`config.mk`:
```
export PLATFORM = sky130hd
export DESIGN_NAME = gtam_cfg
export DESIGN_NICKNAME = d
export VERILOG_FILES = /design/src/rtl/gtam_pkg.sv /design/src/rtl/gtam_cfg.sv
export SDC_FILE = /design/constraint.sdc
export NUM_CORES = 1
export LEC_CHECK = 0
export BUFFER_PORTS_ARGS = -buffer_cell sky130_fd_sc_hd__buf_2
export CAP_MARGIN = 20
export CORE_MARGIN = 1
export CORE_UTILIZATION = 49
export CTS_CLUSTER_DIAMETER = 150
export DETAILED_ROUTE_END_ITERATION = 7
export PLACE_DENSITY_LB_ADDON = 0.05
export SYNTH_ARGS = -nofsm -noshare
export SYNTH_HDL_FRONTEND = slang
export SYNTH_SLANG_ARGS = --single-unit
```
`constraint.sdc`:
```
create_clock -name clk -period 0.8 [get_ports clk]
set_input_delay 0.04 -clock clk [delete_from_list [all_inputs] [get_ports clk]]
set_output_delay 0.04 -clock clk [all_outputs]
set_load 0.01 [all_outputs]
```
`src/rtl/gtam_pkg.sv`:
```
`timescale 1ns / 1ps
package gtam_pkg;

	// calibration length and accumulator size
	localparam int CALIB_SAMPLES = 20;
	localparam int ACC_W         = 40;

	// field widths
	localparam int RATE_W     = 16;
	localparam int SCALE_W    = 16;
	localparam int BAND_W     = 15;
	localparam int TARGET_W   = 9;
	localparam int ANGLE_W    = 40;
	localparam int CFG_IDX_W  = 2;
	localparam int CFG_DATA_W = 16;

	// calibration sum and divide-by-constant via reciprocal
	localparam int CAL_LOG   = (CALIB_SAMPLES > 1) ? $clog2(CALIB_SAMPLES) : 1;
	localparam int CNT_W     = CAL_LOG;
	localparam int SUM_W     = RATE_W + CAL_LOG;
	localparam int DIV_SHIFT = SUM_W + CAL_LOG;
	localparam int RECIP_W   = SUM_W + 2;
	localparam int QPROD_W   = SUM_W + RECIP_W;
	localparam logic [RECIP_W-1:0] DIV_RECIP =
		RECIP_W'(((64'd1 << DIV_SHIFT) + CALIB_SAMPLES - 1) / CALIB_SAMPLES);

	// corrected rate and scaled step
	localparam int DIFF_W = RATE_W + 1;
	localparam int STEP_W = DIFF_W + SCALE_W;

	// 655360 units per degree
	localparam int UNITS_PER_DEG = 655360;
	localparam int THR_W         = TARGET_W + $clog2(UNITS_PER_DEG);

	// register reset values
	localparam int TARGET_RESET = 180;
	localparam int SCALE_RESET  = 2400;
	localparam int BAND_RESET   = 30;

	// command codes
	localparam logic CMD_START  = 1'b0;
	localparam logic CMD_SAMPLE = 1'b1;

	// register indexes
	localparam logic [CFG_IDX_W-1:0] CFG_TARGET = 2'd0;
	localparam logic [CFG_IDX_W-1:0] CFG_SCALE  = 2'd1;
	localparam logic [CFG_IDX_W-1:0] CFG_BAND   = 2'd2;

	typedef enum logic [1:0] {
		MODE_IDLE  = 2'd0,
		MODE_CALIB = 2'd1,
		MODE_TURN  = 2'd2,
		MODE_DONE  = 2'd3
	} mode_t;

	// what the front stage made of an item
	typedef enum logic [1:0] {
		KIND_START,
		KIND_CAL,
		KIND_CAL_END,
		KIND_SAMPLE
	} kind_t;

	typedef struct packed {
		logic              cmd;
		logic [RATE_W-1:0] rate_y;
		logic [RATE_W-1:0] rate_z;
	} in_item_t;

	typedef struct packed {
		logic [1:0]                phase;
		logic                      drive_on;
		logic                      done_res;
		logic signed [ANGLE_W-1:0] angle_y;
		logic signed [ANGLE_W-1:0] angle_z;
	} out_item_t;

	typedef struct packed {
		logic [SCALE_W-1:0] rate_scale;
		logic [BAND_W-1:0]  dead_band;
		logic [THR_W-1:0]   thr;
	} cfg_t;

	typedef struct packed {
		kind_t                    kind;
		logic signed [STEP_W-1:0] step_y;
		logic signed [STEP_W-1:0] step_z;
	} front_t;

endpackage

```
`src/rtl/gtam_cfg.sv`:
```
`timescale 1ns / 1ps
module gtam_cfg (
	input  logic                           clk,
	input  logic                           arst_n,
	input  logic                           cfg_we,
	input  logic [gtam_pkg::CFG_IDX_W-1:0]  cfg_idx,
	input  logic [gtam_pkg::CFG_DATA_W-1:0] cfg_data,
	output gtam_pkg::cfg_t                 cfg
);
	import gtam_pkg::*;

	logic [SCALE_W-1:0] scale_q;
	logic [BAND_W-1:0]  band_q;
	logic [THR_W-1:0]   thr_q;

	// target kept as a ready-made threshold in accumulator units
	always_ff @(posedge clk or negedge arst_n) begin
		if (!arst_n) begin
			scale_q <= SCALE_W'(SCALE_RESET);
			band_q  <= BAND_W'(BAND_RESET);
			thr_q   <= THR_W'(TARGET_RESET * UNITS_PER_DEG);
		end else if (cfg_we) begin
			unique case (cfg_idx)
				CFG_TARGET: thr_q <= THR_W'(cfg_data[TARGET_W-1:0]) * THR_W'(UNITS_PER_DEG);
				CFG_SCALE:  scale_q <= cfg_data[SCALE_W-1:0];
				CFG_BAND:   band_q <= cfg_data[BAND_W-1:0];
				default: ;
			endcase
		end
	end

	assign cfg.rate_scale = scale_q;
	assign cfg.dead_band  = band_q;
	assign cfg.thr        = thr_q;

endmodule

```
# Word level (Yosys, flattened, before mapping)
# Cells that the tools add are included.
# totals
reg_bits	43
elab_cells	10
out_inout_bits	60
input_bits	21
# classes
n_eq_ne	2
n_mul	1
reduce_logical	4
# ops
operator	n
$mul A9 B3 Y12 const B	1
$reduce_and A2 Y1	3
$eq A2 B1 Y1 const B	1
$eq A2 B2 Y1 const B	1
$logic_not A2 Y1	1

# Depth between registers and ports, before layout
# Gate-level depths: netlist (run 1).
# logic_depth
word_depth	2
mapped_depth	8
mapped_depth_nobuf	8

# Least setup slack after synthesis (run 1)
# No wires, ideal clock.
# synth_path
path_type	input to register
from	input port cfg_data[1] in the netlist's numbering
to	register thr_q[26]
setup_time_ns	0.080
path_buffers	0
slack_ns	-0.731
arrival_time_ns	1.451
cell_stages	8
t_required_ns	0.720
path_cell_list	ha_1 > ha_1 > inv_1 > fa_1 > nor2b_1 > o31a_1 > mux2i_1 > nand2_1
# synth_between
elab_chain_cells	1
# synth_lines
item	line_no	text
from (decl)	gtam_cfg.sv:7	input logic [gtam_pkg::CFG_DATA_W-1:0] cfg_data,
$mul A9 B3 Y12	gtam_cfg.sv:24	CFG_TARGET: thr_q <= THR_W'(cfg_data[TARGET_W-1:0]) * THR_W'(UNITS_PER_DEG);
to (signal assigned)	gtam_cfg.sv:21	thr_q <= THR_W'(TARGET_RESET * UNITS_PER_DEG);
to (signal assigned)	gtam_cfg.sv:24	
to (decl)	gtam_cfg.sv:14	logic [THR_W-1:0] thr_q;
# No other way between the ends.
# A chain may end at the register's enable or synchronous reset.

# Final worst setup path (run 1)
# Same ends and word-level chain as after synthesis.

==> results.ini, run 1 <==
[outcome]
outcome=complete, but fails checks
violations=setup timing

[die]
initial_utilization_pct=50.90
die_w_microns=69.02
die_area_sq_mm=0.004764
dieHeight_microns=69.02
ioPinCount=81
coreArea_sq_mm=0.004324
rows=24

[timing]
setup_violations=52
skew_ps=0
hold_viol_final=0
final.setup.worst_slack_ps=-523.0
rsz0062_at_grt=true
finalCritPeriodShare_pct=165.4
fmax_mhz=755.9
period_needed_ps=1323
final_max_slew_viol_count=0
timing.hold.ws_ps=84.99

[synth]
synth_area_sq_mm=0.002201
synth.distinct_cells=33
synth_top_cell_by_area=dfrtp_1
ys_seq_area_share_pct=49.57
synth.ff_latch_count=43
synthArstFlopShare_pct=100.0
synth.most_common_cell=mux2_2
yosys-top-cells-area=dfrtp_1, mux2_2, dfstp_2
yosys_warnings=0
synth_edf_count=0
synthCells=173
synth_area_per_cell_sq_um=12.72
synthTopCellsByCount=mux2_2, dfrtp_1, buf_4
synthFlopType=dfrtp_1
synth_top_area_share_pct=35.25

[job]
maxCapViolCount=0

[routing]
viasPerCell=5.213
ant_nets=0
routed_wirelength_mm=5.052
drc=0
drt-pass1-iter-count=4
drt_iter0_drc=73
wire_per_inst_microns=15.36
route.vias.total=1715

[critical_path]
crit_path_max_fanout=3
path_delay_family=adder cells
crit_path_end_kind=flip-flop
cp_cell_sequence=buf_8 -> ha_4 -> ha_4 -> inv_2 -> fa_2 -> nor2b_4 -> o31a_1 -> mux2i_1 -> nand2_1
arrival_ps=1550
critPathMaxStageDelay_ps=370
crit_type=in2reg
cp-start-kind=input port
crit_top_cell=ha_4
crit_slowest_cell=fa_2
worstPathRequired_ps=1030
critPathBufInv=2

[global_routing]
grt_pass1_vias=1779
gr-total-overflow=0
grt_max_degree=44
grt_pass1_wl_mm=8.507
antenna_found_initial=0
grt_usage_pct=22.44

[finish]
n_fill_cell=316
nets=312
final_layout_size_suffix_gt1_share_pct=60.65
antenna_cells=0
multiInputGateArea_sq_mm=0.001141
stdcell_count=329
seq_area_sq_mm=0.001091
syn2layout_area_growth_pct=43.72

[power]
clkPwrFrac_pct=21.8
power_leakage_nw=1.506
vdd_drop_max_mv=1.563
power_switching_mw=1.955
p_int_mw=4.645
p_per_area_mw_per_mm2=2087
swShare_pct=29.63
combPwrFrac_pct=33.1
seqPwrFrac_pct=45.1

[cts]
clk_latency_ps=290
cts_tree=done
cts_root_buffer=clkbuf_8
clk_pin_slew_ps=80
cts_made_buffers=5
clk_path_buf_depth=2
cts.sinks=43
htree_levels=2

[place]
post-dp-hpwl_mm=3.571
dp_cells=312
port_buffers=63
place_congestion=0.8224

[hold_path]
hp-class=in2reg

[registers in the layout, indices dropped and copies added, names as in the netlist]
signal   cells
thr_q       12
scale_q     16
band_q      15
[logic make-up (layout without fill, tap and decap cells)]
| logic type | after synthesis | count (layout) | share of synthesized area (%) |
|---|---|---|---|
| xor+xnor | 2 | 2 | 0.7961 |
| simple gates | 25 | 25 | 7.050 |
| compound gates | 22 | 22 | 6.026 |
| mux | 40 | 40 | 20.18 |
| buf+inv | 25 | 113 | 7.333 |
| other cells | 1 | 17 | 0.1704 |
| flops | 43 | 43 | 49.57 |
| fa+ha+maj | 15 | 15 | 8.869 |
[power by group through the flow]
stage / sequential (mW) / combinational (mW) / clock [mW]
after detailed placement: 2.97 / 1.84 / 0
after floorplan: 3.19 / 0.836 / 0
after global routing: 3.04 / 2.37 / 1.56
after global placement: 2.94 / 1.79 / 0
after CTS: 2.97 / 2.12 / 1.49
final: 2.98 / 2.18 / 1.44
[area by class of cell]
| cell class | instances | area share, % |
|---|---|---|
| multi-input combinational | 121 | 36.08 |
| inverter | 3 | 0.3560 |
| sequential | 43 | 34.49 |
| clock inverter | 1 | 0.2769 |
| clock buffer | 7 | 2.729 |
| timing repair buffer | 102 | 24.01 |
| tap | 52 | 2.057 |
[worst reg2reg max path, stage by stage, from the launching register on]
cell and delay (ps):
dfstp_2 540, buf_4 100, mux2i_1 60, nand2_1 70
[routing by layer]
metal  up-vias  share of wire (%)  global-route usage (%)
met1       868                 40                   26.87
met3         4                4.6                   5.409
met4         0               0.63                   5.442
met5         -                  0                       0
li1        797                  -                       -
met2        46                 55                   40.35
[placed cells by master, fill, tap and decap left out, types with 4 or more instances in the layout]
cell / instances
ha_4: 7
clkbuf_8: 6
conb_1: 17
a21oi_1: 4
dfrtp_1: 31
dfstp_2: 12
buf_4: 31
buf_2: 46
ha_1: 6
buf_6: 13
nand2_1: 4
nor3b_1: 6
dlygate4sd3_1: 8
mux2i_1: 5
mux2_2: 34
[what timing repair did]
item                                    4_1_cts  5_1_grt
resized for setup                            30        8
endpoints found under the hold margin        55        0
setup buffers                                 2        1
hold buffers                                  8        0
pin swaps                                     7        8
endpoints found under the setup margin       55       55
[path summary, 6_finish.rpt]
| check | end | start | slack, ps | cells past startpoint |
|---|---|---|---|---|
| min reg2reg | thr_q[23] | thr_q[23] | 480 | 2 |
| min | band_q[6] | cfg_data[6] | 80 | 2 |
| max reg2reg | thr_q[26] | thr_q[26] | -20 | 3 |
| min in group asynchronous | thr_q[23] | arst_n | 230 | 3 |
| max | thr_q[26] | cfg_data[1] | -520 | 9 |
| max in group asynchronous | scale_q[11] | arst_n | 280 | 3 |
[metrics by stage]
stage                     util (%)  area, sq um  setup TNS (ps)  total power [mW]  setup WS [ps]
final                        73.15         3163           -6803             6.600         -523.0
after global routing         73.15         3163           -8553             6.963         -605.6
after CTS                    72.60         3139           -7018             6.577         -498.7
after detailed placement     64.12         2773          -13830             4.811         -889.0
after global placement       64.12         2773          -12960             4.733         -859.9
after floorplan                  -         2333           -6968             4.022         -637.0
(Power assumes the default switching activity.)
==> run 2: changes to the inputs <==
--- a/config.mk
+++ b/config.mk
@@ -7,6 +7,7 @@
 export LEC_CHECK = 0
 export BUFFER_PORTS_ARGS = -buffer_cell sky130_fd_sc_hd__buf_2
 export CAP_MARGIN = 20
+export CORE_ASPECT_RATIO = 1.2
 export CORE_MARGIN = 1
 export CORE_UTILIZATION = 49
 export CTS_CLUSTER_DIAMETER = 150
==> run 2 against run 1 <==
The run still ends with setup timing left. Fmax increased by 2.3%. Via count decreased by 0.52%. Cell count increased by 4.3%. Sequential share of layout area decreased by 2.3 points. Setup slack improved by 29 ps. Routed wire length increased by 6.9%. Clock-buffer cell count decreased by 1. Critical path depth decreased by 1. Sequential power about the same. Register-to-register slack got worse by 30 ps. Critical endpoint is now thr_q[24]. Highest routed layer unchanged.
==> results.ini, run 2 (synthesis results as in run 1) <==
[timing]
period_needed_ps=1294
hold_viol_final=0
final_max_slew_viol_count=0
skew_ps=0
timing.hold.ws_ps=93.50
setup_violations=55
final.setup.worst_slack_ps=-493.5
finalCritPeriodShare_pct=161.7
rsz0062_at_grt=true
fmax_mhz=773.1

[global_routing]
grt_usage_pct=22.50
grt_pass1_vias=1726
antenna_found_initial=0
grt_pass1_wl_mm=7.997
grt_max_degree=44
gr-total-overflow=0

[power]
p_per_area_mw_per_mm2=2123
total_power_mw=7.187
power_leakage_nw=1.583
vdd_drop_max_mv=1.898

[die]
die_area_sq_mm=0.004765
dieHeight_microns=75.42
initial_utilization_pct=51.25
ioPinCount=81
rows=26
die_w_microns=63.18
coreArea_sq_mm=0.004294

[routing]
wire_per_inst_microns=15.74
highest_layer=met4
viasPerCell=4.974
drt_iter0_drc=24
wl_met2_mm=3.004
wl_met3_microns=181
route.vias.total=1706
drc=0
routed_wirelength_mm=5.399
ant_nets=0
met1_length_mm=2.083
drt-pass1-iter-count=4

[place]
place_congestion=0.8233
placed_cell_area_sq_mm=0.002778
port_buffers=63
post-dp-hpwl_mm=3.687

[critical_path]
r2r_slack_ps=-50
worstPathRequired_ps=1050
cp-start-kind=input port
arrival_ps=1540
crit_type=in2reg
crit_path_max_fanout=3
crit_path_end_kind=flip-flop

[finish]
n_fill_cell=264
syn2layout_area_growth_pct=53.84
final_layout_size_suffix_gt1_share_pct=64.81
seq_area_sq_mm=0.001091
post-route-util_pct=78.85
reg_top3=scale_q x16, band_q x15, thr_q x12
largest_register_ffs=16
multiInputGateArea_sq_mm=0.001224
nets=322
layout_commonest_cell=buf_2
regMostFlops=scale_q
antenna_cells=0
final_cell_mix=buf_2, buf_4, mux2_2, dfrtp_1, buf_6
design_area_sq_mm=0.003386

[cts]
clk_pin_slew_ps=80
cts.sinks=43
htree_levels=2
cts_made_buffers=5
cts_root_buffer=clkbuf_8
cts_tree=done
clk_path_buf_depth=2
clk_latency_ps=290

[job]
maxCapViolCount=0

[outcome]
violations=setup timing
outcome=complete, but fails checks

[hold_path]
hp-class=in2reg

-- run 2: per-layer routing --
layer / global-route usage [%] / up-vias
li1: - / 812
met4: 9.848 / 0
met5: 0 / -
met3: 4.341 / 10
met1: 23.68 / 841
met2: 44.09 / 43
-- run 2: final timing paths --
kind / start / end / depth (start not counted)
max: cfg_data[3] / thr_q[24] / 8
min: cfg_data[2] / scale_q[2] / 3
max reg2reg: thr_q[25] / thr_q[25] / 3
min reg2reg: thr_q[23] / thr_q[23] / 2
max in group asynchronous: arst_n / scale_q[11] / 3
min in group asynchronous: arst_n / thr_q[22] / 3
-- run 2: final cells by class --
cell class	instances	area share, %
sequential	43	32.22
tap	56	2.069
clock buffer	6	2.439
clock inverter	2	1.035
timing repair buffer	112	25.76
multi-input combinational	121	36.14
inverter	3	0.3326
-- run 2: metrics by stage --
stage | setup WS (ps) | cells | TNS [ps]
after floorplan | -637.0 | 189 | -6968
after global placement | -844.8 | 316 | -13190
after detailed placement | -903.3 | 316 | -13800
after CTS | -495.4 | 337 | -6903
after global routing | -557.3 | 343 | -8507
final | -493.5 | 343 | -6993
-- run 2: worst max-delay path, stage by stage --
cell      delay [ps]
buf_8            100
buf_4            130
ha_4             240
ha_4             260
nor2b_4          130
o31a_1           280
a211oi_1         240
a21o_1           120
-- run 2: where the power goes --
part | switching [mW] | internal, mW | total [mW]
logic | 1.05 | 1.41 | 2.47
clock network | 0.728 | 1.01 | 1.74
registers | 0.267 | 2.72 | 2.98
total | 2.05 | 5.14 | 7.19
-- run 2: timing repair --
action	4_1_cts	5_1_grt
hold endpoints to repair	56	0
buffers inserted	5	7
endpoints found under the setup margin	55	55
resized for setup	51	10
pin swaps	13	7
hold buffers	8	0
