<file path="src/rtl/gtam_pkg.sv">
`timescale 1ns / 1ps
package gtam_pkg;

	// calibration length and accumulator size
	localparam int CALIB_SAMPLES = 20;
	localparam int ACC_W         = 40;

	// field widths
	localparam int RATE_W     = 16;
	localparam int SCALE_W    = 16;
	localparam int BAND_W     = 15;
	localparam int TARGET_W   = 9;
	localparam int ANGLE_W    = 40;
	localparam int CFG_IDX_W  = 2;
	localparam int CFG_DATA_W = 16;

	// calibration sum and divide-by-constant via reciprocal
	localparam int CAL_LOG   = (CALIB_SAMPLES > 1) ? $clog2(CALIB_SAMPLES) : 1;
	localparam int CNT_W     = CAL_LOG;
	localparam int SUM_W     = RATE_W + CAL_LOG;
	localparam int DIV_SHIFT = SUM_W + CAL_LOG;
	localparam int RECIP_W   = SUM_W + 2;
	localparam int QPROD_W   = SUM_W + RECIP_W;
	localparam logic [RECIP_W-1:0] DIV_RECIP =
		RECIP_W'(((64'd1 << DIV_SHIFT) + CALIB_SAMPLES - 1) / CALIB_SAMPLES);

	// corrected rate and scaled step
	localparam int DIFF_W = RATE_W + 1;
	localparam int STEP_W = DIFF_W + SCALE_W;

	// 655360 units per degree
	localparam int UNITS_PER_DEG = 655360;
	localparam int THR_W         = TARGET_W + $clog2(UNITS_PER_DEG);

	// register reset values
	localparam int TARGET_RESET = 180;
	localparam int SCALE_RESET  = 2400;
	localparam int BAND_RESET   = 30;

	// command codes
	localparam logic CMD_START  = 1'b0;
	localparam logic CMD_SAMPLE = 1'b1;

	// register indexes
	localparam logic [CFG_IDX_W-1:0] CFG_TARGET = 2'd0;
	localparam logic [CFG_IDX_W-1:0] CFG_SCALE  = 2'd1;
	localparam logic [CFG_IDX_W-1:0] CFG_BAND   = 2'd2;

	typedef enum logic [1:0] {
		MODE_IDLE  = 2'd0,
		MODE_CALIB = 2'd1,
		MODE_TURN  = 2'd2,
		MODE_DONE  = 2'd3
	} mode_t;

	// what the front stage made of an item
	typedef enum logic [1:0] {
		KIND_START,
		KIND_CAL,
		KIND_CAL_END,
		KIND_SAMPLE
	} kind_t;

	typedef struct packed {
		logic              cmd;
		logic [RATE_W-1:0] rate_y;
		logic [RATE_W-1:0] rate_z;
	} in_item_t;

	typedef struct packed {
		logic [1:0]                phase;
		logic                      drive_on;
		logic                      done_res;
		logic signed [ANGLE_W-1:0] angle_y;
		logic signed [ANGLE_W-1:0] angle_z;
	} out_item_t;

	typedef struct packed {
		logic [SCALE_W-1:0] rate_scale;
		logic [BAND_W-1:0]  dead_band;
		logic [THR_W-1:0]   thr;
	} cfg_t;

	typedef struct packed {
		kind_t                    kind;
		logic signed [STEP_W-1:0] step_y;
		logic signed [STEP_W-1:0] step_z;
	} front_t;

endpackage

</file>
<file path="src/rtl/gtam_integ.sv">
`timescale 1ns / 1ps
module gtam_integ (
	input  logic                clk,
	input  logic                arst_n,
	input  logic                fire,
	input  gtam_pkg::front_t    front_s2,
	input  gtam_pkg::cfg_t      cfg,
	output gtam_pkg::out_item_t result
);
	import gtam_pkg::*;

	localparam int SUMA_W = ((ACC_W > STEP_W) ? ACC_W : STEP_W) + 1;
	localparam logic signed [ACC_W-1:0] ACC_MAX = {1'b0, {(ACC_W-1){1'b1}}};
	localparam logic signed [ACC_W-1:0] ACC_MIN = {1'b1, {(ACC_W-1){1'b0}}};

	mode_t                    mode_q, mode_d;
	logic signed [ACC_W-1:0]  acc_y_q, acc_z_q, acc_y_d, acc_z_d;
	logic signed [ACC_W-1:0]  sat_y, sat_z;
	logic                     hit_cur, hit_new;
	out_item_t                res_q, res_d;

	function automatic logic signed [ACC_W-1:0] sat_add(
		input logic signed [ACC_W-1:0]  a,
		input logic signed [STEP_W-1:0] inc
	);
		logic signed [SUMA_W-1:0] s;
		s = SUMA_W'(a) + SUMA_W'(inc);
		if (s > SUMA_W'(ACC_MAX))
			return ACC_MAX;
		else if (s < SUMA_W'(ACC_MIN))
			return ACC_MIN;
		else
			return ACC_W'(s);
	endfunction

	function automatic logic reached(
		input logic signed [ACC_W-1:0] a,
		input logic [THR_W-1:0]        thr
	);
		logic signed [ACC_W-1:0] t;
		t = $signed(ACC_W'(thr));
		return (a >= t) || (a <= -t);
	endfunction

	always_comb begin
		sat_y   = sat_add(acc_y_q, front_s2.step_y);
		sat_z   = sat_add(acc_z_q, front_s2.step_z);
		hit_cur = reached(acc_y_q, cfg.thr) || reached(acc_z_q, cfg.thr);
		hit_new = reached(sat_y, cfg.thr) || reached(sat_z, cfg.thr);
	end

	always_comb begin
		acc_y_d = acc_y_q;
		acc_z_d = acc_z_q;
		case (front_s2.kind)
			KIND_START: begin
				acc_y_d = '0;
				acc_z_d = '0;
			end
			KIND_SAMPLE: begin
				if (mode_q == MODE_TURN) begin
					acc_y_d = sat_y;
					acc_z_d = sat_z;
				end
			end
			default: ;
		endcase
	end

	// next state
	always_comb begin
		mode_d = mode_q;
		unique case (front_s2.kind)
			KIND_START:   mode_d = MODE_CALIB;
			KIND_CAL:     mode_d = mode_q;
			KIND_CAL_END: mode_d = hit_cur ? MODE_DONE : MODE_TURN;
			KIND_SAMPLE: begin
				if (mode_q == MODE_TURN && hit_new)
					mode_d = MODE_DONE;
			end
			default:      mode_d = mode_q;
		endcase
	end

	// result fields
	always_comb begin
		res_d.phase    = mode_d;
		res_d.drive_on = (mode_d == MODE_TURN);
		res_d.done_res = (mode_d == MODE_DONE) && (mode_q != MODE_DONE);
		res_d.angle_y  = ANGLE_W'(acc_y_d);
		res_d.angle_z  = ANGLE_W'(acc_z_d);
	end

	always_ff @(posedge clk or negedge arst_n) begin
		if (!arst_n) begin
			mode_q  <= MODE_IDLE;
			acc_y_q <= '0;
			acc_z_q <= '0;
		end else if (fire) begin
			mode_q  <= mode_d;
			acc_y_q <= acc_y_d;
			acc_z_q <= acc_z_d;
		end
	end

	always_ff @(posedge clk) begin
		if (fire)
			res_q <= res_d;
	end

	assign result = res_q;

endmodule

</file>
<file path="config.mk">
export PLATFORM = sky130hd
export DESIGN_NAME = gtam_integ
export DESIGN_NICKNAME = d
export VERILOG_FILES = /design/src/rtl/gtam_pkg.sv /design/src/rtl/gtam_integ.sv
export SDC_FILE = /design/constraint.sdc
export NUM_CORES = 1
export LEC_CHECK = 0
export BUFFER_PORTS_ARGS = -buffer_cell sky130_fd_sc_hd__buf_2
export CORE_MARGIN = 8
export CORE_UTILIZATION = 41
export CTS_CLUSTER_SIZE = 8
export DETAILED_ROUTE_END_ITERATION = 12
export MAX_ROUTING_LAYER = met4
export PLACE_DENSITY_LB_ADDON = 0.12
export SYNTH_ARGS = -nofsm -noshare
export SYNTH_HDL_FRONTEND = slang
export SYNTH_SLANG_ARGS = --single-unit
</file>
<file path="constraint.sdc">
create_clock -name clk -period 5.4 [get_ports clk]
set_input_delay 1.62 -clock clk [delete_from_list [all_inputs] [get_ports clk]]
set_output_delay 1.62 -clock clk [all_outputs]
set_load 0.005 [all_outputs]
</file>
# Yosys cells after proc, flatten, opt, wreduce, memory -nomap -nowiden
# Index checks and enable logic that the tools add are counted.
# totals
in_bits	131
elab_cells	50
out_inout_bits	84
register_bits	166
# op_classes
reduce_logical	9
n_eq_ne	7
magnitude_cmp	12
n_mux	11
add_sub_neg	3
# ops
operator	count
40-bit two-way mux	6
40-bit by 30-bit >= comparator with 1-bit output	4
40-bit less-or-equal comparator	4
40-bit case mux with 2 select lines	2
40-bit by 33-bit adder with 41-bit output	2
41-bit by 40-bit greater-than comparator with 1-bit output, second input constant	2
41-bit by 40-bit < comparator with 1-bit output, second input constant	2
29-bit negation with 40-bit output	1
2-bit equality test, second input constant	5
2-bit case mux with 4 select lines	1
1-bit logical OR	6
2-bit by 1-bit equality test with 1-bit output, second input constant	1
1-bit logical AND	2
2-bit logical NOT	1
2-bit two-way mux	1
2-bit inequality test, second input constant	1
1-bit two-way mux	1

# Depth between registers and ports, before layout
# Gate-level depths: netlist (run 1).
# depth
word_depth	12
mapped_depth	28
depth_no_buf	27

# Worst setup path after synthesis (run 1)
# Ideal clock, no wire load.
# synth_timing
kind	input port to flip-flop
startpoint	input port cfg[1] (netlist bit)
endpoint	register res_q (netlist bit result[80]), data pin
slack_ps	-1144
t_required_ps	5122
n_path_buf	0
t_arrival_ps	6266
cell_stages	18
cell_sequence	nor3_1 nand4_1 or3_1 or4_1 nor2b_1 nand3_1 nor4_1 ha_1 nand4_1 or3_1 nor3_1 nand2_1 o21ai_0 xor2_1 o41ai_1 o311ai_1 o41ai_2 a2111oi_0
# synth_lines
element	line	rtl
start, declared	gtam_integ.sv:7	input gtam_pkg::cfg_t cfg,
end signal, assigned	gtam_integ.sv:108	res_q <= res_d;
end, declared	gtam_integ.sv:20	out_item_t res_q, res_d;

==> impl_metrics.toml, run 1 <==
[run_status]
status = "complete, but fails checks"
failed_checks = "setup timing"

[cts]
htree_levels = 4
cts-buffers-inserted = 17
cts.sinks = 166
cts_hold_buf = 0
cts-root-buf = "clkbuf_16"
clkTransAtPathRegs_ns = 0.07
cts_tree = "done"
clk_latency_ns = 0.50
cts_buffer_depth = 2

[power_and_ir_drop]
switching_share_pct = 43.26
power_density_nw_per_um2 = 304.7
seq_power_share_pct = 18.0
p_switching_mw = 3.958
internal_power_mw = 5.192
ir_drop_uv = 155.1
total_leakage_power_nw = 14.20
clkPwrFrac_pct = 14.1
power_frac_comb_pct = 67.9

[timing]
maxSlewHeadroom_pct = 29.09
hold_viol = 0
setup_ws_ns = -0.6777
fin_crit_sh_pct = 112.6
rsz0062_at_grt = "yes"
timing.fmax_mhz = 164.5
setup_viol_count_final = 4
slew_violations = 0
holdWs_ns = 0.6369
setup_tns_ns = -2.547
skew_ns = 0.01147
tightest_slew_ns = 1.064
fin_crit_ns = 6.078

[yosys]
async_reset_ff_share_pct = 49.40
synth_fp_nets = 2825
synthFlopType = "edfxtp_1"
yosysTopAreaCell = "ha_1"
ys_types = 93
yosys_register_bits = 166
synth_top_area_share_pct = 22.54
yosys-top-cells-area = "ha_1 23%, edfxtp_1 13%, dfrtp_1 10%, a21oi_1 5.1%, o21ai_0 5.0%"
synth_edf_count = 84
ys_seq_area_share_pct = 23.09
synthCells = 2335
synth_warnings = 0
avgSynthCellArea_sq_um = 8.486
netlist_area_sq_um = 19820

[drt]
drt-total-wl_um = 85260
vias_per_cell = 5.827
routed-via-count = 22500
ant_nets = 0
drc = 0
wl_per_cell_um = 22.08
drt_iter0_markers = 1543
first_pass_iters = 6

[floorplanning]
die_h_um = 235.8
dieArea_sq_um = 55620
fp.coreArea_sq_um = 47750
dieWidth_um = 235.8
pin_count = 215
start_util_pct = 41.50
rows = 80

[worst_hold_path]
hold_path_class = "flop to flop"
min_path_cells = 2

[global_route]
grt_max_degree = 85
track_usage_pct = 30.05
gr-total-overflow = 0
antenna_found_initial = 0
grt_pass1_wl_um = 127500
grt_pass1_vias = 22400

[worst_setup_path]
worst-endpoint-required_ns = 5.63
rrSetupSlack_ns = 0.14
path_max_fanout = 9
reg2reg_depth = 24
criticalPathCategory = "input pin to flop"
critPathCapture = "result[80]$_DFFE_PP_"
critPathLaunchType = "input pin"
critPathLaunch = "front_s2[35]"
regToRegStartpoint = "acc_y_q[15]$_DFFE_PN0P_"
cp.arrival_ns = 6.31
endpoint_kind = "flop"
r2r-end = "result[80]$_DFFE_PP_"

[cells_and_area]
syn2layout_area_growth_pct = 51.57
drive_gt1_share_pct = 42.41
nets = 3724
n_antenna_cell = 0
fill_cells = 4071

[place]
port_buffers = 183
place_hpwl_um = 68490
gp_congestion = 0.9677

[flow_run]
max-cap-violations = 0
-- cells in the final DEF, fill, tap and decap left out, drive strengths merged, types with 35 or more instances in the layout --
cell type,n
nor4,36
nand3,46
nor2,114
inv,98
a21o,50
a22o,107
mux2,35
nand4,87
edfxtp,84
buf,988
nand2,209
nor3,43
ha,357
o21ai,229
xnor2,62
a21oi,206
dfrtp,82
-- power by group through the flow --
stage          clock [mW]  sequential, mW  combinational, mW
2_1_floorplan           0            1.70               2.83
3_5_place_dp            0            1.65               5.45
5_1_grt              1.35            1.66               6.75
3_3_place_gp            0            1.65               5.36
4_1_cts              1.31            1.64               5.70
6_report             1.29            1.65               6.21
-- logic make-up after synthesis --
logic type / synth area share, %
AO/OA/AOI/OAI: 27.10
AND/OR/NAND/NOR: 16.04
adder cells (fa/ha/maj): 23.55
buffers and inverters: 4.029
flip-flops: 23.09
XOR/XNOR: 4.104
multiplexers: 2.090
-- critical path, cell delays in order --
cell       delay (ns)
buf_2            0.10
ha_1             0.37
nand3_1          0.16
nor2_4           0.23
buf_4            0.16
o31ai_4          0.08
o21ai_4          0.23
a41oi_4          0.17
xnor2_4          0.27
nor2_4           0.09
buf_12           0.14
buf_6            0.14
o31ai_4          0.28
buf_4            0.16
ha_1             0.23
a21o_1           0.16
a21o_1           0.19
a21oi_2          0.13
o21ai_1          0.09
a221oi_2         0.22
o2bb2ai_2        0.12
nand4_1          0.13
and4bb_2         0.29
o41ai_2          0.31
buf_4            0.19
a2111oi_4        0.03
-- flip-flops by register name, indices dropped and copies added (netlist names) --
signal	cells
acc_y_q	40
result	84
mode_q	2
acc_z_q	40
-- synthesized netlist by cell type (43+ instances only) --
library cell / number
nand3_1: 46
nor2_1: 114
xnor2_1: 61
nand2_1: 209
a21oi_1: 202
nor3_1: 43
inv_1: 92
o21ai_0: 198
ha_1: 357
a22o_1: 107
edfxtp_1: 84
a21o_1: 50
nand4_1: 87
clkbuf_1: 87
dfrtp_1: 82
-- repair_timing --
action                                  CTS  global route
pin swaps                                66           102
gates resized for setup                 128           222
buffers inserted                         23            40
endpoints found under the setup margin    4             4
gates cloned                              1             2
-- worst min-delay path by stage --
| stage | start | to | slack [ns] |
|---|---|---|---|
| 2_1_floorplan | mode_q[0]$_DFFE_PN0P_ | mode_q[0]$_DFFE_PN0P_ | 0.53 |
| 3_3_place_gp | mode_q[0]$_DFFE_PN0P_ | mode_q[0]$_DFFE_PN0P_ | 0.57 |
| 3_5_place_dp | mode_q[0]$_DFFE_PN0P_ | mode_q[0]$_DFFE_PN0P_ | 0.58 |
| 4_1_cts | mode_q[0]$_DFFE_PN0P_ | mode_q[0]$_DFFE_PN0P_ | 0.64 |
| 5_1_grt | mode_q[0]$_DFFE_PN0P_ | mode_q[0]$_DFFE_PN0P_ | 0.65 |
| 6_report | mode_q[0]$_DFFE_PN0P_ | mode_q[0]$_DFFE_PN0P_ | 0.64 |
-- per-stage QoR --
step | total power, mW | setup WS (ns) | std cells | util, % | cell area [sq um]
4_1_cts | 8.649 | -0.7014 | 3822 | 59.96 | 28630
5_1_grt | 9.760 | -0.8622 | 3862 | 62.90 | 30030
3_5_place_dp | 7.096 | -1.585 | 3766 | 56.89 | 27160
3_3_place_gp | 7.003 | -1.538 | 3766 | 56.89 | 27160
2_1_floorplan | 4.531 | -0.6687 | 2335 | - | 20390
6_report | 9.150 | -0.6777 | 3862 | 62.90 | 30030
-- layer usage --
layer / GRT usage [%] / routed length [um]
met1: 38.24 / 38070
met2: 49.28 / 40470
met3: 3.101 / 3570
met4: 10.85 / 3136
met5: - / 0
-- final cells by class --
| class | count | area, sq um | share of cell area (%) |
|---|---|---|---|
| Timing Repair Buffer | 990 | 7283 | 24.25 |
| Sequential cell | 166 | 4574 | 15.23 |
| Multi-Input combinational cell | 1964 | 16460 | 54.82 |
| Clock inverter | 15 | 153.9 | 0.5124 |
| Inverter | 95 | 362.8 | 1.208 |
| Tap cell | 615 | 769.5 | 2.562 |
| Clock buffer | 17 | 425.4 | 1.416 |
No activity file was read; power rests on OpenSTA's default activity.
==> run 2, diff against run 1 <==
--- a/config.mk
+++ b/config.mk
@@ -6,8 +6,8 @@
 export NUM_CORES = 1
 export LEC_CHECK = 0
 export BUFFER_PORTS_ARGS = -buffer_cell sky130_fd_sc_hd__buf_2
-export CORE_MARGIN = 8
-export CORE_UTILIZATION = 41
+export CORE_MARGIN = 10
+export CORE_UTILIZATION = 56
 export CTS_CLUSTER_SIZE = 8
 export DETAILED_ROUTE_END_ITERATION = 12
 export MAX_ROUTING_LAYER = met4
==> impl_metrics.toml, run 2 (synthesized netlist as in run 1, its figures left out) <==
[run_status]
status = "complete, but fails checks"
failed_checks = "setup timing"

[power_and_ir_drop]
internal_power_mw = 5.251
power_frac_comb_pct = 68.4
clkPwrFrac_pct = 13.9
switching_share_pct = 44.48
total_leakage_power_nw = 13.97
ir_drop_uv = 281.3
p_switching_mw = 4.206
seq_power_share_pct = 17.6
power_density_nw_per_um2 = 322.7

[cts]
cts_buffer_depth = 2
cts_tree = "done"
cts_hold_buf = 0
htree_levels = 4
cts-buffers-inserted = 17
cts-root-buf = "clkbuf_16"
cts.sinks = 166
clkTransAtPathRegs_ns = 0.08
clk_latency_ns = 0.48

[worst_setup_path]
path_max_fanout = 6
critPathLaunchType = "input pin"
path_buf_inv = 4
max_stage_delay_ns = 0.39
critPathSlowestCell = "nor4_4"
critPathLaunch = "front_s2[46]"
reg2reg_depth = 24
regToRegStartpoint = "acc_y_q[13]$_DFFE_PN0P_"
cp_top_family = "compound AO/OA/AOI/OAI gates"
r2r-end = "result[80]$_DFFE_PP_"
critPathCapture = "result[80]$_DFFE_PP_"
endpoint_kind = "flop"
rrSetupSlack_ns = -0.37
cp.arrival_ns = 6.58
worst-endpoint-required_ns = 5.62
cp.depth = 25
criticalPathCategory = "input pin to flop"

[global_route]
grt_max_degree = 89
antenna_found_initial = 0
grt_pass1_wl_um = 128500
grt_pass1_vias = 23650
track_usage_pct = 37.79
gr-total-overflow = 0

[place]
place_hpwl_um = 64470
gp_congestion = 1.056
place_ws_ns = -1.754
dpl_cell_area_sq_um = 26620
place_inst = 3558
port_buffers = 183

[worst_hold_path]
hold_path_class = "flop to flop"

[drt]
drt_iter0_markers = 3221
ant_nets = 0
drc = 0
routed-via-count = 24900
wl_per_cell_um = 25.05
drt-total-wl_um = 91790
vias_per_cell = 6.793
first_pass_iters = 7

[timing]
setup_viol_count_final = 4
fin_crit_sh_pct = 117.7
fin_crit_ns = 6.358
rsz0062_at_grt = "yes"
setup_ws_ns = -0.9585
hold_viol = 0
slew_violations = 0
setup_tns_ns = -3.648
timing.fmax_mhz = 157.3
tightest_slew_ns = 1.134
maxSlewHeadroom_pct = 24.21
holdWs_ns = 0.6538
skew_ns = 0.01577

[cells_and_area]
nets = 3685
final_cell_mix = "745 x buf_4, 303 x ha_1, 200 x nand2_1"
design_area_sq_um = 29310
layoutNonFillerInstCount = 3665
fill_cells = 1978
syn2layout_area_growth_pct = 47.90
drive_gt1_share_pct = 40.65
final_common_cell = "buf_4"
largest_reg_flops = 84

[floorplanning]
dieArea_sq_um = 43310
fp.coreArea_sq_um = 34710
start_util_pct = 57.08
pin_count = 215
die_h_um = 208.1
dieWidth_um = 208.1
rows = 68

[flow_run]
max-cap-violations = 0
==> run 2: area by class of cell <==
type,instances,area (sq um),share of cell area (%)
diodes,2,5.005,0.01708
clock buffers,23,499.2,1.703
clock inverters,9,91.34,0.3117
inverters,95,360.3,1.230
multi-input cells,1965,16280,55.56
flip-flops and latches,166,4574,15.61
well taps,455,569.3,1.943
repair buffers,950,6925,23.63
==> run 2: through the flow <==
step | util [%] | total power, mW
final | 84.43 | 9.458
after global routing | 84.41 | 9.886
after CTS | 81.03 | 8.655
after detailed placement | 76.70 | 6.987
after global placement | 76.70 | 6.786
after floorplan | - | 4.531
==> run 2: worst min-delay path by stage <==
stage | from | endpoint | slack, ns | depth (start not counted)
floorplan | mode_q[0]$_DFFE_PN0P_ | mode_q[0]$_DFFE_PN0P_ | 0.53 | 2
global placement | mode_q[0]$_DFFE_PN0P_ | mode_q[0]$_DFFE_PN0P_ | 0.57 | 2
detailed placement | mode_q[0]$_DFFE_PN0P_ | mode_q[0]$_DFFE_PN0P_ | 0.60 | 2
CTS | mode_q[0]$_DFFE_PN0P_ | mode_q[0]$_DFFE_PN0P_ | 0.66 | 2
global route | mode_q[0]$_DFFE_PN0P_ | result[80]$_DFFE_PP_ | 0.68 | 1
finish | mode_q[0]$_DFFE_PN0P_ | mode_q[0]$_DFFE_PN0P_ | 0.65 | 2
==> run 2: routing by layer <==
layer,routed length [um],global-route usage (%)
met1,34020,45.08
met2,41270,59.54
met3,10110,8.522
met4,6401,18.03
met5,0,-
==> run 2: power by group through the flow <==
stage          clock [mW]  combinational [mW]  sequential (mW)
6_report             1.32                6.47             1.67
2_1_floorplan           0                2.83             1.70
5_1_grt              1.36                6.85             1.68
4_1_cts              1.30                5.71             1.64
3_5_place_dp            0                5.33             1.66
3_3_place_gp            0                5.13             1.66
==> run 2: worst min-delay path: stages (launching register included) <==
cell and delay (ns):
dfrtp_1 0.42, inv_1 0.11, mux2i_1 0.08
==> run 2: what timing repair did <==
action,CTS,global route
cloned,3,0
pin swaps,63,60
gates resized for setup,117,161
buffers inserted,37,34
setup endpoints to repair,4,4
